--- src/rtl/stp_pkg.sv ---
// shared constants, types and functions of the sepia tone pixel unit
package stp_pkg;

	localparam int unsigned ChanW = 8;
	localparam int unsigned SumW  = 10;
	localparam int unsigned AvgW  = 9;
	localparam int unsigned ProdW = 18;
	localparam int unsigned QW    = 24;
	localparam int unsigned DivW  = 32;
	localparam int unsigned RomDepth = 256;

	// floor(s / 3) as (s * 683) >> 11, exact for s up to 765
	localparam logic [9:0]  Recip3   = 10'd683;
	// ceil(2^41 / 255): floor(p * 16384 / 255) = (p * Recip1) >> 27 for 18-bit p
	localparam logic [33:0] Recip1   = 34'd8623620611;
	// ceil(2^40 / 255): floor(y / 255) = (y * Recip255) >> 40 for 32-bit y
	localparam logic [32:0] Recip255 = 33'd4311810306;

	typedef logic [ChanW-1:0] gamma_rom_t [RomDepth];

	// entry i is the largest v with v^8 <= i^5 * 255^3
	function automatic gamma_rom_t build_gamma();
		gamma_rom_t rom;
		logic [63:0] v;
		logic [63:0] nxt;
		logic [63:0] p;
		logic [63:0] tgt;
		logic [63:0] i64;
		v = 64'd0;
		for (int i = 0; i < RomDepth; i++) begin
			i64 = 64'(i);
			tgt = i64 * i64 * i64 * i64 * i64 * 64'd16581375;
			for (int k = 0; k < RomDepth; k++) begin
				if (v < 64'd255) begin
					nxt = v + 64'd1;
					p = nxt * nxt;
					p = p * p;
					p = p * p;
					if (p <= tgt) begin
						v = nxt;
					end
				end
			end
			rom[i] = v[ChanW-1:0];
		end
		return rom;
	endfunction

	// scale by 1.75 and clip to a byte
	function automatic logic [ChanW-1:0] to_byte(input logic [QW-1:0] q);
		logic [QW+2:0] prod;
		logic [8:0] x;
		prod = {3'b000, q} * 27'd7;
		x = prod[QW+2:18];
		return x[8] ? 8'hff : x[ChanW-1:0];
	endfunction

endpackage

--- src/rtl/sepia_tone_pixel_unit.sv ---
// top level of the sepia tone pixel unit: mix pipeline, byte scaling and gamma lookup
//
// recolors one 8-bit rgb pixel per transfer into a sepia tone with a 1/1.6 gamma
// input channel: in_valid / in_ready with red_in, green_in, blue_in
// output channel: out_valid / out_ready with red_out, green_out, blue_out
// every input transfer yields exactly one output transfer, in order
// an input transfer reaches out_valid through seven mix stages, one scale-and-clip
// stage and one gamma lookup stage that is the output register
// throughput: one pixel per clock while out_ready is high
// the whole pipeline advances together; the multiplier stages by reciprocal
// constants set the stage depth
// when the receiver stalls with a result waiting, every stage holds and in_ready
// drops in the same cycle; nothing is lost or repeated
// arst_n clears all valid bits; the gamma table is a constant and needs no load
module sepia_tone_pixel_unit
	import stp_pkg::*;
(
	input  logic             clk,
	input  logic             arst_n,
	input  logic             in_valid,
	output logic             in_ready,
	input  logic [ChanW-1:0] red_in,
	input  logic [ChanW-1:0] green_in,
	input  logic [ChanW-1:0] blue_in,
	output logic             out_valid,
	input  logic             out_ready,
	output logic [ChanW-1:0] red_out,
	output logic [ChanW-1:0] green_out,
	output logic [ChanW-1:0] blue_out
);

	localparam gamma_rom_t GammaRom = build_gamma();

	logic          en;
	logic          mix_vld;
	logic [QW-1:0] mix_r, mix_g, mix_b;

	logic             v_s8, v_s9;
	logic [ChanW-1:0] r_s8, g_s8, b_s8;
	logic [ChanW-1:0] r_s9, g_s9, b_s9;

	assign en       = !v_s9 || out_ready;
	assign in_ready = en;

	stp_mix u_mix (
		.clk     (clk),
		.arst_n  (arst_n),
		.en      (en),
		.vld     (in_valid),
		.red     (red_in),
		.green   (green_in),
		.blue    (blue_in),
		.mix_vld (mix_vld),
		.mix_r   (mix_r),
		.mix_g   (mix_g),
		.mix_b   (mix_b)
	);

	always_ff @(posedge clk or negedge arst_n) begin
		if (!arst_n) begin
			v_s8 <= 1'b0;
			v_s9 <= 1'b0;
		end else if (en) begin
			v_s8 <= mix_vld;
			v_s9 <= v_s8;
		end
	end

	always_ff @(posedge clk) begin
		if (en) begin
			r_s8 <= to_byte(mix_r);
			g_s8 <= to_byte(mix_g);
			b_s8 <= to_byte(mix_b);
			r_s9 <= GammaRom[r_s8];
			g_s9 <= GammaRom[g_s8];
			b_s9 <= GammaRom[b_s8];
		end
	end

	assign out_valid = v_s9;
	assign red_out   = r_s9;
	assign green_out = g_s9;
	assign blue_out  = b_s9;

endmodule

--- src/rtl/stp_mix.sv ---
// seven-stage gray averaging and cross-mix datapath, q8.16 results
module stp_mix
	import stp_pkg::*;
(
	input  logic             clk,
	input  logic             arst_n,
	input  logic             en,
	input  logic             vld,
	input  logic [ChanW-1:0] red,
	input  logic [ChanW-1:0] green,
	input  logic [ChanW-1:0] blue,
	output logic             mix_vld,
	output logic [QW-1:0]    mix_r,
	output logic [QW-1:0]    mix_g,
	output logic [QW-1:0]    mix_b
);

	logic v_s1, v_s2, v_s3, v_s4, v_s5, v_s6, v_s7;

	logic [AvgW-1:0]  g2_s1, b2_s1;
	logic [ProdW-1:0] p_s2;
	logic [AvgW-1:0]  b2_s2, b2_s3;
	logic [QW-1:0]    mr_s3, mr_s4, mr_s5, mr_s6, mr_s7;
	logic [DivW-1:0]  y_s4;
	logic [QW-1:0]    mg_s5, mg_s6, mg_s7;
	logic [DivW-1:0]  z_s6;
	logic [QW-1:0]    mb_s7;

	logic [SumW-1:0]  sum;
	logic [19:0]      gray_prod;
	logic [ChanW-1:0] gray;
	logic [51:0]      mr_prod;
	logic [32:0]      q_prod;
	logic [64:0]      mg_prod;
	logic [47:0]      z_prod;
	logic [64:0]      mb_prod;

	assign sum       = SumW'(red) + SumW'(green) + SumW'(blue);
	assign gray_prod = 20'(sum) * 20'(Recip3);
	assign gray      = gray_prod[18:11];
	assign mr_prod   = 52'(p_s2) * 52'(Recip1);
	assign q_prod    = 33'(b2_s3) * 33'(mr_s3);
	assign mg_prod   = 65'(y_s4) * 65'(Recip255);
	assign z_prod    = 48'(mr_s5) * 48'(mg_s5);
	assign mb_prod   = 65'(z_s6) * 65'(Recip255);

	always_ff @(posedge clk or negedge arst_n) begin
		if (!arst_n) begin
			v_s1 <= 1'b0;
			v_s2 <= 1'b0;
			v_s3 <= 1'b0;
			v_s4 <= 1'b0;
			v_s5 <= 1'b0;
			v_s6 <= 1'b0;
			v_s7 <= 1'b0;
		end else if (en) begin
			v_s1 <= vld;
			v_s2 <= v_s1;
			v_s3 <= v_s2;
			v_s4 <= v_s3;
			v_s5 <= v_s4;
			v_s6 <= v_s5;
			v_s7 <= v_s6;
		end
	end

	always_ff @(posedge clk) begin
		if (en) begin
			// twice the channels averaged with gray
			g2_s1 <= AvgW'(green) + AvgW'(gray);
			b2_s1 <= AvgW'(blue) + AvgW'(gray);
			p_s2  <= ProdW'(g2_s1) * ProdW'(b2_s1);
			b2_s2 <= b2_s1;
			mr_s3 <= mr_prod[50:27];
			b2_s3 <= b2_s2;
			// b2 * mr / 510 as (b2 * mr / 2) / 255
			y_s4  <= q_prod[32:1];
			mr_s4 <= mr_s3;
			mg_s5 <= mg_prod[63:40];
			mr_s5 <= mr_s4;
			z_s6  <= z_prod[47:16];
			mr_s6 <= mr_s5;
			mg_s6 <= mg_s5;
			mb_s7 <= mb_prod[63:40];
			mr_s7 <= mr_s6;
			mg_s7 <= mg_s6;
		end
	end

	assign mix_vld = v_s7;
	assign mix_r   = mr_s7;
	assign mix_g   = mg_s7;
	assign mix_b   = mb_s7;

endmodule
--- config.mk ---
export PLATFORM = sky130hd
export DESIGN_NAME = sepia_tone_pixel_unit
export DESIGN_NICKNAME = d
export VERILOG_FILES = /design/src/rtl/stp_pkg.sv /design/src/rtl/sepia_tone_pixel_unit.sv /design/src/rtl/stp_mix.sv
export SDC_FILE = /design/constraint.sdc
export NUM_CORES = 2
export LEC_CHECK = 0
export BUFFER_PORTS_ARGS = -buffer_cell sky130_fd_sc_hd__buf_2
export CORE_ASPECT_RATIO = 0.75
export CORE_MARGIN = 5
export CORE_UTILIZATION = 59
export DETAILED_ROUTE_END_ITERATION = 7
export MAX_ROUTING_LAYER = met4
export PLACE_DENSITY = 0.78
export RECOVER_POWER = 25
export SLEW_MARGIN = 10
export SYNTH_ARGS = -nofsm -noshare
export SYNTH_HDL_FRONTEND = slang
export SYNTH_SLANG_ARGS = --single-unit
export TNS_END_PERCENT = 1
--- constraint.sdc ---
create_clock -name clk -period 13.9 [get_ports clk]
set_clock_uncertainty 0.1 [all_clocks]
set_input_delay 1.39 -clock clk [delete_from_list [all_inputs] [get_ports clk]]
set_output_delay 1.39 -clock clk [all_outputs]
set_load 0.03 [all_outputs]
======== Word level (Yosys, flattened, before mapping) ========
Memories as Yosys holds them, arrays and structs flattened. A register that Yosys moved wholly into a read port is not among the register bits.
Index checks and enable logic that the tools add are counted.
cells by class
  bitwise gates (word level) .............. 3
  $add $sub $neg .......................... 4
  reductions and logical operators ........ 2
  multipliers ............................. 10
operators by type and width
  cell                                                                    number
  32-bit by 32-bit multiplier with 63-bit output (second input constant)  2
  24-bit by 3-bit multiplier with 27-bit output (second input constant)   3
  18-bit by 34-bit multiplier with 51-bit output (second input constant)  1
  24-bit by 24-bit multiplier with 48-bit output                          1
  9-bit by 24-bit multiplier with 33-bit output                           1
  8-bit by 8-bit adder with 9-bit output                                  3
  8-bit inverter with 9-bit output                                        3
  10-bit by 10-bit multiplier with 19-bit output (second input constant)  1
  9-bit by 9-bit multiplier with 18-bit output                            1
  10-bit by 8-bit adder with 10-bit output                                1
  1-bit logical NOT                                                       1
  1-bit logical OR                                                        1
word-level totals
  input bits .............................. 28
  flip-flop bits (word level) ............. 367
  memory bits (read-only) ................. 6,144
  memories ................................ 3
  logic and storage cells ................. 50
memories
  memory           words  width  rd ports  clocked after Yosys merged registers in  write ports  RTL line                     RTL
  (no name shown)  256    8      1         1                                        0            sepia_tone_pixel_unit.sv:76  b_s9 <= GammaRom[b_s8];
  (no name shown)  256    8      1         1                                        0            sepia_tone_pixel_unit.sv:75  g_s9 <= GammaRom[g_s8];
  (no name shown)  256    8      1         1                                        0            sepia_tone_pixel_unit.sv:74  r_s9 <= GammaRom[r_s8];

======== Depth between registers and ports, before layout ========
  depth in word-level cells ............... 4
  mapped depth ............................ 39
  mapped depth without buffers ............ 39

======== Hierarchy ========
A second synthesis with hierarchy kept.
second synthesis, totals
  cells, all modules ...................... 6,637
  area total of the unflattened synthesis .. 65,307.6 sq um
modules (own cells, without submodules)
  module                 area an instance (sq um)  times used  cells an instance
  stp_mix                54,390.9                  1           5,248
  sepia_tone_pixel_unit  10,916.7                  1           1,389

======== Least setup slack after synthesis ========
Ideal clock, no wire load.
  kind .................................... input-to-reg
  start ................................... input out_ready
  end ..................................... register u_mix.v_s7 (netlist: u_mix.mix_vld)
  path buffers ............................ 1
  library setup time ...................... 0.125 ns
  stages on the path ...................... 3
  arrival time ............................ 13.801 ns
  path slack .............................. -0.126 ns
  path through ............................ nand2b_1 clkbuf_1 mux2_2
on the way
  word-level cells in the longest chain between the ends .. 1
ends and longest elaborated chain
  what                  RTL line                     RTL
  start, declared       sepia_tone_pixel_unit.sv:26  input logic out_ready,
  1-bit logical OR      sepia_tone_pixel_unit.sv:42  assign en = !v_s9 || out_ready;
  net in_ready          sepia_tone_pixel_unit.sv:21  output logic in_ready,
  end signal, assigned  stp_mix.sv:63                v_s7 <= v_s6;
  end, declared         stp_mix.sv:18                logic v_s1, v_s2, v_s3, v_s4, v_s5, v_s6, v_s7;
The timed path passes the listed nets, and every way through them passes these cells.
A chain may end at the register's enable or synchronous reset.

======== Worst setup path in the final report ========
  start ................................... input green_in[0]
  end ..................................... register u_mix.g2_s1[7] (data pin)
on the way
  word-level cells in the longest chain between the ends .. 4
ends and longest elaborated chain
  what                                            RTL line                     RTL
  start, declared                                 sepia_tone_pixel_unit.sv:23  input logic [ChanW-1:0] green_in,
  8-bit by 8-bit adder with 9-bit output          stp_mix.sv:38                assign sum = SumW'(red) + SumW'(green) + SumW'(blue);
  10-bit by 8-bit adder with 10-bit output        stp_mix.sv:38
  10-bit by 10-bit multiplier with 19-bit output  stp_mix.sv:39                assign gray_prod = 20'(sum) * 20'(Recip3);
  8-bit by 8-bit adder with 9-bit output *        stp_mix.sv:70                g2_s1 <= AvgW'(green) + AvgW'(gray);
  end signal, assigned                            stp_mix.sv:70
  end, declared                                   stp_mix.sv:20                logic [AvgW-1:0] g2_s1, b2_s1;
Mark *: on every way between the ends. The rest lies on a longest branch, timed or not.

==> results_dict.tcl <==
set metrics [dict create \
    status "finished, violations left" \
    violations "max-capacitance violations, max-slew violations" \
    regArea_um2 11700 \
    slew-limit-headroom -0.4565 \
    reg_top3 "u_mix.y_s4 (32), u_mix.z_s6 (32)" \
    ctsResizeCount 0 \
    num_vias 46460 \
    first_global_vias 47430 \
    drv_cap 28 \
    avgRoutedWirePerCell_um 18.58 \
    synthFlopType "edfxtp_1" \
    insertion_delay_ns 0.62 \
    syn2layout_area_growth_pct 4.413 \
    crit_type "input port to flop" \
    avgViaCountPerCell 5.849 \
    chipHeight_um 296.1 \
    drive_above_1_share 0.02957 \
    hold_ws_ns 0.3083 \
    synth_top_family_by_area "adder cells" \
    syn_inst 6570 \
    cts_tree "yes" \
    totalWireLength_um 147500 \
    synth_fp_nets 8596 \
    ys_warn_count 0 \
    synth_simple_gate_area_share 0.1162 \
    numClockSinks 391 \
    antenna_left 0 \
    finalHoldViolCount 0 \
    period_needed_ns 8.741 \
    clkSlewWorstSetupHoldPaths_ns 0.07 \
    grt_pass1_wl_um 245900 \
    clockBufferDepth 3 \
    synthXorXnorAreaFrac 0.02489 \
    dieArea_um2 115900 \
    fin_tns_setup_ns 0 \
    cp_max_fo 5 \
    portBuffers 53 \
    yosys-top-cells-area "fa_1 (28%), ha_1 (22%), edfxtp_1 (18%)" \
    groute.usage.overall 0.2680 \
    multiInputGateArea_um2 47500 \
    dp_hpwl_um 113500 \
    synthAdderAreaFrac 0.4915 \
    core_area_um2 108900 \
    cts_setup_buffers 0 \
    final_cell_mix "inv_1 (1118), ha_1 (1112), fa_1 (886)" \
    synth_compound_area_frac 0.09789 \
    syn_area_um2 64390 \
    end_kind "flop" \
    drt_first_pass_iters 6 \
    muxShareOfSynthArea 0.007189 \
    numCtsBuffers 43 \
    synth_largest_area_cell "fa_1" \
    fp-row-count 105 \
    initial_core_util 0.5912 \
    drc_errors 0 \
    setup_violations 0 \
    ctsHoldBuffers 0 \
    synth-seq-area-share 0.1816 \
    slowest_delay_ns 0.50 \
    worst_pin_slew_ns 2.185 \
    reg2reg_setup_slack_ns 5.20 \
    root_buffer "clkbuf_16" \
    cp_data_arrival_time_ns 8.99 \
    final_common_cell "inv_1" \
    gr-total-overflow 0 \
    start_kind "input port" \
    layout_worst_path_cycle_share 0.6289 \
    drv_slew 744 \
    gp_congestion 0.9288 \
    synth_area_per_cell_um2 9.801 \
    antenna_found_initial 2 \
    synthArstFlopShare 0.02302 \
    synth_edf_count 382 \
    grt_max_degree 78 \
    hp-class "flop to flop" \
    ys_seq_elements 391 \
    ioPinCount 54 \
    drt-initial-drc-count 4119 \
    synth_top_area_share 0.2754 \
    fillerInstances 8702 \
    fin_nets 8487 \
    die_x_um 391.5 \
    clock.fmax_ghz 0.1144 \
    htree_levels 2 \
    rsz0062_at_grt "no" \
    post_synth_num_cell_types 83 \
    cp_slowest_cell "fa_1" \
    cp.required_ns 14.15 \
]
synthesized netlist by cell type (13+ instances only):
cell type  number
a211oi_1       52
a21o_1        121
a21oi_1       275
a221oi_1       16
a311oi_1       15
a31oi_1        33
and2_1        346
and3_1         18
buf_1          18
clkbuf_1      245
edfxtp_1      382
fa_1          886
ha_1         1112
inv_1        1118
nand2_1       744
nand2b_1       31
nand3_1        48
nand4_1        32
nor2_1        242
nor2b_1        36
nor3_1         60
o211ai_1       30
o21a_1         37
o21ai_0       217
o21bai_1       27
o22ai_1        13
o31ai_1        20
or3_1          22
xnor2_1       127
xor2_1         56
final timing paths:
| kind | from | to | cells after the start |
|---|---|---|---|
| max | green_in[0] | u_mix.g2_s1[7] | 36 |
| min | u_mix.mr_s4[11] | u_mix.mr_s5[11] | 0 |
| max reg2reg | u_mix.mr_s5[5] | u_mix.z_s6[30] | 24 |
| min reg2reg | u_mix.mr_s4[11] | u_mix.mr_s5[11] | 0 |
| max in group asynchronous | arst_n | u_mix.v_s5 | 1 |
| min in group asynchronous | arst_n | out_valid | 1 |
routing by layer:
| metal | wire [um] | vias to the layer above | global-route usage |
|---|---|---|---|
| li1 | - | 21420 | - |
| met1 | 66410 | 22890 | 0.3883 |
| met2 | 64980 | 1898 | 0.3968 |
| met3 | 12800 | 250 | 0.04663 |
| met4 | 3351 | 0 | 0.06217 |
| met5 | 0 | - | - |
worst max-delay path: cells and delay by family:
family,cells,cell delay (ns)
AO/OA/AOI/OAI,14,2.43
XOR/XNOR,4,0.92
adder cells (fa/ha/maj),9,3.30
buffers and inverters,5,0.31
AND/OR/NAND/NOR,4,0.59
cell families (layout without fill, tap and decap cells):
kind of cell | after synthesis | in the layout
compound gates | 978 | 978
fa+ha+maj | 1998 | 1998
xor+xnor | 183 | 183
other cells | 0 | 4
buf+inv | 1384 | 1308
simple gates | 1606 | 1606
mux | 30 | 30
flops | 391 | 391
layout make-up:
type / count / share of cell area
multi-input combinational: 4795 / 0.7065
inverter: 1120 / 0.06253
sequential: 391 / 0.1740
antenna: 4 / 0.0001489
tap: 1444 / 0.02687
clock inverter: 25 / 0.004410
clock buffer: 53 / 0.01720
timing repair buffer: 110 / 0.008393
metrics by stage:
step	cells	setup slack [ns]	instance area, um^2	utilization
after global placement	7860	4.675	65910	0.6052
after floorplan	6570	5.581	64390	-
after global routing	7939	4.546	67230	0.6173
after detailed placement	7860	4.597	65910	0.6052
after CTS	7938	5.185	67360	0.6185
final	7942	5.159	67230	0.6173
Power is left out: the tool's default activity adds up to more than one toggle a clock period on the data nets, which glitch-free logic cannot reach.
